File: config.mk
export PLATFORM = sky130hd
export DESIGN_NAME = sync_length_checksum_deframer
export DESIGN_NICKNAME = d
export VERILOG_FILES = /design/src/design/sld_pkg.sv /design/src/design/sld_parser.sv /design/src/design/sld_out_reg.sv /design/src/design/sync_length_checksum_deframer.sv
export SDC_FILE = /design/constraint.sdc
export NUM_CORES = 1
export LEC_CHECK = 0
export BUFFER_PORTS_ARGS = -buffer_cell sky130_fd_sc_hd__buf_2
export CAP_MARGIN = 10
export CORE_ASPECT_RATIO = 0.6
export CORE_MARGIN = 10
export CORE_UTILIZATION = 46
export CTS_CLUSTER_DIAMETER = 100
export CTS_CLUSTER_SIZE = 16
export DETAILED_ROUTE_END_ITERATION = 10
export PLACE_DENSITY = 0.68
export SETUP_SLACK_MARGIN = 0.1
export SLEW_MARGIN = 20
export SYNTH_ARGS = -nofsm -noshare
export SYNTH_HDL_FRONTEND = slang
export SYNTH_SLANG_ARGS = --single-unit
File: constraint.sdc
create_clock -name clock -period 2.8 [get_ports clock]
set_clock_uncertainty 0.2 [all_clocks]
set_input_delay 0.14 -clock clock [delete_from_list [all_inputs] [get_ports clock]]
set_output_delay 0.14 -clock clock [all_outputs]
set_load 0.03 [all_outputs]
File: src/design/sld_pkg.sv
package sld_pkg;

   localparam int BYTE_WIDTH  = 8;
   localparam int INDEX_WIDTH = 16;
   localparam int CSR_INDEX_WIDTH = 8;

   localparam logic [BYTE_WIDTH-1:0] SYNC_FIRST_RESET  = 8'h5A;
   localparam logic [BYTE_WIDTH-1:0] SYNC_SECOND_RESET = 8'h83;

   localparam logic [CSR_INDEX_WIDTH-1:0] CSR_SYNC_FIRST  = 8'd0;
   localparam logic [CSR_INDEX_WIDTH-1:0] CSR_SYNC_SECOND = 8'd1;

   typedef enum logic [2:0] {
      PH_HUNT1   = 3'd0,
      PH_HUNT2   = 3'd1,
      PH_LEN_LO  = 3'd2,
      PH_LEN_HI  = 3'd3,
      PH_PAYLOAD = 3'd4,
      PH_CHECK   = 3'd5
   } phase_type;

   typedef struct packed {
      logic [BYTE_WIDTH-1:0]  out_byte;
      logic [INDEX_WIDTH-1:0] payload_index;
      logic                   frame_end;
      logic                   frame_ok;
   } result_type;

   typedef struct packed {
      logic       load;
      result_type result;
   } result_push_type;

endpackage

File: src/design/sld_parser.sv
module sld_parser (
   input  logic                               clock,
   input  logic                               reset,
   input  logic [sld_pkg::BYTE_WIDTH-1:0]     sync_first,
   input  logic [sld_pkg::BYTE_WIDTH-1:0]     sync_second,
   input  logic                               in_valid,
   input  logic [sld_pkg::BYTE_WIDTH-1:0]     in_byte,
   input  logic                               out_free,
   output logic                               take,
   output sld_pkg::result_push_type           push
);

   sld_pkg::phase_type                  phase_ff, phase_in;
   logic [sld_pkg::INDEX_WIDTH-1:0]     length_ff, length_in;
   logic [sld_pkg::INDEX_WIDTH-1:0]     count_ff, count_in;
   logic [sld_pkg::BYTE_WIDTH-1:0]      sum_ff, sum_in;
   logic [sld_pkg::INDEX_WIDTH-1:0]     count_next;
   logic [sld_pkg::INDEX_WIDTH-1:0]     length_full;
   logic                                emits;

   assign emits       = phase_ff inside {sld_pkg::PH_PAYLOAD, sld_pkg::PH_CHECK};
   assign take        = in_valid && (!emits || out_free);
   assign count_next  = count_ff + 16'd1;
   assign length_full = {in_byte, length_ff[sld_pkg::BYTE_WIDTH-1:0]};

   // Next state.
   always_comb begin
      phase_in = phase_ff;
      if (take) begin
         case (phase_ff)
            sld_pkg::PH_HUNT2: begin
               if (in_byte == sync_second) begin
                  phase_in = sld_pkg::PH_LEN_LO;
               end else if (in_byte == sync_first) begin
                  phase_in = sld_pkg::PH_HUNT2;
               end else begin
                  phase_in = sld_pkg::PH_HUNT1;
               end
            end
            sld_pkg::PH_LEN_LO: begin
               phase_in = sld_pkg::PH_LEN_HI;
            end
            sld_pkg::PH_LEN_HI: begin
               phase_in = (length_full == '0) ? sld_pkg::PH_CHECK : sld_pkg::PH_PAYLOAD;
            end
            sld_pkg::PH_PAYLOAD: begin
               phase_in = (count_next == length_ff) ? sld_pkg::PH_CHECK : sld_pkg::PH_PAYLOAD;
            end
            sld_pkg::PH_CHECK: begin
               phase_in = sld_pkg::PH_HUNT1;
            end
            default: begin
               phase_in = (in_byte == sync_first) ? sld_pkg::PH_HUNT2 : sld_pkg::PH_HUNT1;
            end
         endcase
      end
   end

   // Datapath and result.
   always_comb begin
      length_in = length_ff;
      count_in  = count_ff;
      sum_in    = sum_ff;
      push.load                 = take && emits;
      push.result.out_byte      = in_byte;
      push.result.payload_index = count_ff;
      push.result.frame_end     = 1'b0;
      push.result.frame_ok      = 1'b0;
      case (phase_ff)
         sld_pkg::PH_HUNT2: begin
            if (take && (in_byte == sync_second)) begin
               sum_in = in_byte;
            end
         end
         sld_pkg::PH_LEN_LO: begin
            if (take) begin
               length_in = {{(sld_pkg::INDEX_WIDTH-sld_pkg::BYTE_WIDTH){1'b0}}, in_byte};
               sum_in    = sum_ff + in_byte;
            end
         end
         sld_pkg::PH_LEN_HI: begin
            if (take) begin
               length_in = length_full;
               count_in  = '0;
               sum_in    = sum_ff + in_byte;
            end
         end
         sld_pkg::PH_PAYLOAD: begin
            if (take) begin
               count_in = count_next;
               sum_in   = sum_ff + in_byte;
            end
         end
         sld_pkg::PH_CHECK: begin
            push.result.payload_index = length_ff;
            push.result.frame_end     = 1'b1;
            push.result.frame_ok      = (~sum_ff == in_byte);
         end
         default: begin
         end
      endcase
   end

   always_ff @(posedge clock) begin
      if (reset) begin
         phase_ff  <= sld_pkg::PH_HUNT1;
         length_ff <= '0;
         count_ff  <= '0;
         sum_ff    <= '0;
      end else begin
         phase_ff  <= phase_in;
         length_ff <= length_in;
         count_ff  <= count_in;
         sum_ff    <= sum_in;
      end
   end

endmodule

File: src/design/sld_out_reg.sv
module sld_out_reg (
   input  logic                       clock,
   input  logic                       reset,
   input  sld_pkg::result_push_type   push,
   input  logic                       rsp_ready,
   output logic                       out_free,
   output logic                       rsp_valid,
   output sld_pkg::result_type        result
);

   logic                 valid_ff, valid_in;
   sld_pkg::result_type  result_ff;

   assign out_free = !valid_ff || rsp_ready;

   always_comb begin
      valid_in = valid_ff;
      if (push.load) begin
         valid_in = 1'b1;
      end else if (rsp_ready) begin
         valid_in = 1'b0;
      end
   end

   always_ff @(posedge clock) begin
      if (reset) begin
         valid_ff <= 1'b0;
      end else begin
         valid_ff <= valid_in;
      end
   end

   always_ff @(posedge clock) begin
      if (push.load) begin
         result_ff <= push.result;
      end
   end

   assign rsp_valid = valid_ff;
   assign result    = result_ff;

endmodule

File: src/design/sync_length_checksum_deframer.sv
// An accepted item waits in the input register until the parser takes it, and its result
// is then held in the result register; header bytes and bytes outside a frame give none.
// Throughput: one item per cycle, stalled by a full result register that is not read.
// Reset (synchronous, active high) returns the parser to the sync hunt, empties the input
// and result registers and restores the sync pair to 5A 83.
module sync_length_checksum_deframer (
   input  logic                                  clock,
   input  logic                                  reset,
   input  logic                                  req_valid,
   output logic                                  req_ready,
   input  logic [sld_pkg::BYTE_WIDTH-1:0]        req_in_byte,
   output logic                                  rsp_valid,
   input  logic                                  rsp_ready,
   output logic [sld_pkg::BYTE_WIDTH-1:0]        rsp_out_byte,
   output logic [sld_pkg::INDEX_WIDTH-1:0]       rsp_payload_index,
   output logic                                  rsp_frame_end,
   output logic                                  rsp_frame_ok,
   input  logic                                  csr_valid,
   output logic                                  csr_ready,
   input  logic [sld_pkg::CSR_INDEX_WIDTH-1:0]   csr_index,
   input  logic [sld_pkg::BYTE_WIDTH-1:0]        csr_data
);

   logic                              in_valid_ff, in_valid_in;
   logic [sld_pkg::BYTE_WIDTH-1:0]    in_byte_ff;
   logic [sld_pkg::BYTE_WIDTH-1:0]    sync_first_ff, sync_first_in;
   logic [sld_pkg::BYTE_WIDTH-1:0]    sync_second_ff, sync_second_in;
   logic                              take;
   logic                              out_free;
   sld_pkg::result_push_type          push;
   sld_pkg::result_type               result;

   assign csr_ready = 1'b1;
   assign req_ready = !in_valid_ff || take;

   always_comb begin
      sync_first_in  = sync_first_ff;
      sync_second_in = sync_second_ff;
      if (csr_valid) begin
         case (csr_index)
            sld_pkg::CSR_SYNC_FIRST:  sync_first_in  = csr_data;
            sld_pkg::CSR_SYNC_SECOND: sync_second_in = csr_data;
            default: begin
            end
         endcase
      end
   end

   always_comb begin
      in_valid_in = in_valid_ff;
      if (req_valid && req_ready) begin
         in_valid_in = 1'b1;
      end else if (take) begin
         in_valid_in = 1'b0;
      end
   end

   always_ff @(posedge clock) begin
      if (reset) begin
         in_valid_ff    <= 1'b0;
         sync_first_ff  <= sld_pkg::SYNC_FIRST_RESET;
         sync_second_ff <= sld_pkg::SYNC_SECOND_RESET;
      end else begin
         in_valid_ff    <= in_valid_in;
         sync_first_ff  <= sync_first_in;
         sync_second_ff <= sync_second_in;
      end
   end

   always_ff @(posedge clock) begin
      if (req_valid && req_ready) begin
         in_byte_ff <= req_in_byte;
      end
   end

   sld_parser u_parser (
      .clock       (clock),
      .reset       (reset),
      .sync_first  (sync_first_ff),
      .sync_second (sync_second_ff),
      .in_valid    (in_valid_ff),
      .in_byte     (in_byte_ff),
      .out_free    (out_free),
      .take        (take),
      .push        (push)
   );

   sld_out_reg u_out_reg (
      .clock     (clock),
      .reset     (reset),
      .push      (push),
      .rsp_ready (rsp_ready),
      .out_free  (out_free),
      .rsp_valid (rsp_valid),
      .result    (result)
   );

   assign rsp_out_byte      = result.out_byte;
   assign rsp_payload_index = result.payload_index;
   assign rsp_frame_end     = result.frame_end;
   assign rsp_frame_ok      = result.frame_ok;

endmodule

==> key figures <==
CTS
  • CTS max path bufs: 2
  • CTS Sinks: 95
  • TritonCTS clock tree: yes
  • CTS Buf Count: 9
  • CTS clock-pin slew for the worst setup and hold paths: 0.07 ns
  • Postcts setup bufs: 0
  • Clk_lat worst skew: 0.35 ns
  • Clock root buffer: clkbuf_16
  • H-tree levels: 3

Route
  • Starting DRT DRC Count: 337
  • Wl on met1: 6400 µm
  • Routed len/inst: 17.8 µm
  • Post-detailed-route count of antenna-violating nets: 0
  • Drt via density: 5.68
  • DR vias: 4,072
  • Met2 Wirelength: 5040 µm
  • DR WL met3: 1220 µm
  • DRC Markers: 0
  • DR pass1 iterations: 5
  • Routed WL: 12,800 µm
  • Max layer used: met4

Power
  • Leakage: 2.31 nW
  • Switching Share: 22.7%
  • NetSw: 0.000632 W
  • Sequential fraction of design power: 51.7%
  • Clk pwr share: 43.7%
  • Cell internal pwr: 0.00215 W
  • PwrDens: 478 nW/µm²
  • Worst VDD drop: 0.336 mV
  • Combinational Power Share: 4.6%

Die
  • Die height: 100 µm
  • Die width: 153 µm
  • Row cnt: 29
  • Starting Density: 46.7%
  • Die footprint: 15,300 µm²
  • I/O pin total: 58
  • Core area: 10,500 µm²

Timing
  • # setup viols final: 0
  • Minimum clock period: 2.54 ns
  • Fmax: 0.394 GHz
  • Post-route clock period utilization: 90.5%
  • Final Max Slew Viols: 0
  • Worst-margin pin slew: 0.799 ns
  • Slew HR: 46.6%
  • Post-Route Setup TNS: 0 ns
  • Final hold vios: 0
  • RSZ-0062 raised after global routing: no

Synth
  • Post-synthesis area per instance: 9.71 µm²
  • Synth top area share: 24.9%
  • Dominant cells by area after synthesis: dfxtp_1, edfxtp_1, a21oi_1
  • #FFs+latches synth: 95
  • Syn. warnings: 0
  • Cell variety after synth: 66
  • Yosys top cell by area: dfxtp_1
  • Area of the mapped netlist: 4900 µm²
  • Syn_nets: 543
  • Post-synthesis sequential area ratio: 45.7%
  • Asr flop ratio synth: 0%
  • Mapped Cells: 505
  • Post-synth EDFFs: 34
  • Post-synth top flop: dfxtp_1

Setup path
  • CP startpoint kind: register
  • Critical R2R Launch: in_byte_ff[4]
  • Setup slack, reg-to-reg: 0.26 ns
  • CP arrival: 2.58 ns
  • CP Capture Type: register
  • CP Data Required Time: 2.84 ns
  • Reg2reg path depth: 7
  • Critical setup path kind: register to register
  • Reg-to-Reg End: u_parser.sum_ff[7]
  • Crit Path Max Fanout: 4

Final layout
  • Layout Nets: 611
  • Area grow syn2layout: 18.9%
  • Ant diodes: 0
  • Final design utilization: 55.6%
  • Most frequent cells in the layout: dfxtp_1, buf_2, a21oi_1, nand2_1, edfxtp_1
  • Share of cells above drive strength 1: 21.5%
  • Commonest non-fill, non-tap cell in the layout: dfxtp_1

GRT
  • Vias in the first global route: 3,869
  • Largest net degree at the start of global routing: 49
  • GRT overflow: 0
  • Tot GR Track Use: 16.8%
  • First-pass GRT wire length: 20,800 µm
  • Initial antenna violation count: 0

Worst hold path
  • Min-Delay Endpoint: sync_first_ff[4]
  • Hold_sp: csr_index[0]
  • Hold Path Class: primary input to register
  • Hold Path Stages: 4

Job
  • Max Cap Violations: 0

Placed design
  • Gpl congestion: 0.930
  • # port buffers: 56
  • Dpl hpwl: 9090 µm

Outcome
  • Status: completed
synth_stat cells, types with 4 or more instances:
| cell type | n |
|---|---|
| nor2_1 | 34 |
| a21oi_1 | 46 |
| o21ai_0 | 25 |
| xor2_1 | 24 |
| mux2i_1 | 21 |
| nand3_1 | 17 |
| and2_1 | 4 |
| clkbuf_1 | 25 |
| buf_2 | 9 |
| nand3b_1 | 4 |
| nor4_1 | 9 |
| nor3_1 | 10 |
| or3_1 | 5 |
| a21o_1 | 4 |
| a211oi_1 | 4 |
| nand4_1 | 4 |
| inv_1 | 8 |
| dfxtp_1 | 61 |
| ha_1 | 8 |
| edfxtp_1 | 34 |
| xnor2_1 | 17 |
| nand2_1 | 43 |
| nor3b_1 | 6 |
| mux2_2 | 15 |
| a31oi_1 | 6 |
| nor2b_1 | 5 |
per-layer routing:
| metal | up-vias | track usage [%] |
|---|---|---|
| met1 | 1910 | 25.0 |
| li1 | 1961 | - |
| met3 | 11 | 5.04 |
| met4 | 0 | 3.80 |
| met5 | - | 0 |
| met2 | 190 | 22.8 |
worst max-delay path: stages, from the launching register on:
cell and delay, ns:
edfxtp_1 0.44, ha_1 0.38, and3_1 0.23, a221oi_2 0.31, o21ai_0 0.22, nor4b_1 0.19, o31a_1 0.28, o21a_1 0.18
state kept, by name (all words and copies together), names as in the netlist:
register / cells
in_valid_ff: 1
sync_second_ff: 8
u_parser.sum_ff: 8
u_out_reg.result: 26
u_parser.count_ff: 16
u_parser.length_ff: 16
sync_first_ff: 8
u_parser.phase_ff: 3
u_out_reg.rsp_valid: 1
in_byte_ff: 8
per-stage QoR:
stage | instance area (µm²) | hold slack [ns] | total power, W | setup slack, ns | cells
2_1_floorplan | 4900 | 0.0389 | 0.00153 | 0.329 | 505
3_3_place_gp | 5340 | 0.121 | 0.00157 | 0.371 | 682
3_5_place_dp | 5340 | 0.122 | 0.00158 | 0.291 | 682
4_1_cts | 5830 | 0.0213 | 0.00280 | 0.271 | 717
5_1_grt | 5830 | 0.0387 | 0.00288 | 0.139 | 717
6_report | 5830 | 0.0269 | 0.00279 | 0.265 | 717
area by class of cell:
| class | instances | area [µm²] |
|---|---|---|
| Clock buffer | 10 | 250 |
| Clock inverter | 6 | 43.8 |
| Fill cell | 942 | 4660 |
| Inverter | 8 | 30.0 |
| Multi-Input combinational cell | 364 | 2470 |
| Sequential cell | 95 | 2240 |
| Tap cell | 139 | 174 |
| Timing Repair Buffer | 95 | 621 |
power groups by stage:
stage | clock network [W] | registers (W) | logic [W]
after floorplan | 0 | 0.00147 | 0.0000589
after detailed placement | 0 | 0.00147 | 0.000107
after CTS | 0.00123 | 0.00144 | 0.000128
after global routing | 0.00130 | 0.00144 | 0.000141
after global placement | 0 | 0.00147 | 0.000104
final | 0.00122 | 0.00144 | 0.000129
timing repair:
item / in CTS / in global routing
hold endpoints to repair: 27 / 0
hold buffers: 19 / 0
resized for setup: 0 / 0
how the worst max path moves through the flow:
stage / start / to / slack (ns) / cells past startpoint
after CTS: in_byte_ff[4] / u_parser.sum_ff[7] / 0.27 / 7
after global placement: in_byte_ff[4] / u_parser.sum_ff[7] / 0.37 / 7
after global routing: in_byte_ff[4] / u_parser.sum_ff[7] / 0.14 / 7
after floorplan: u_parser.phase_ff[1] / u_out_reg.result[0] / 0.33 / 5
final: in_byte_ff[4] / u_parser.sum_ff[7] / 0.26 / 7
after detailed placement: in_byte_ff[4] / u_parser.sum_ff[7] / 0.29 / 7
cells by family after synthesis:
kind of cell	count (synthesis)	synth area share [%]
AO/OA/AOI/OAI	112	14.1
XOR/XNOR	41	7.33
flip-flops	95	45.7
buffers and inverters	46	4.01
other	1	0.0765
AND/OR/NAND/NOR	165	18.6
adder cells (fa/ha/maj)	9	2.45
multiplexers	36	7.73
No activity file was read; power rests on OpenSTA's default activity.
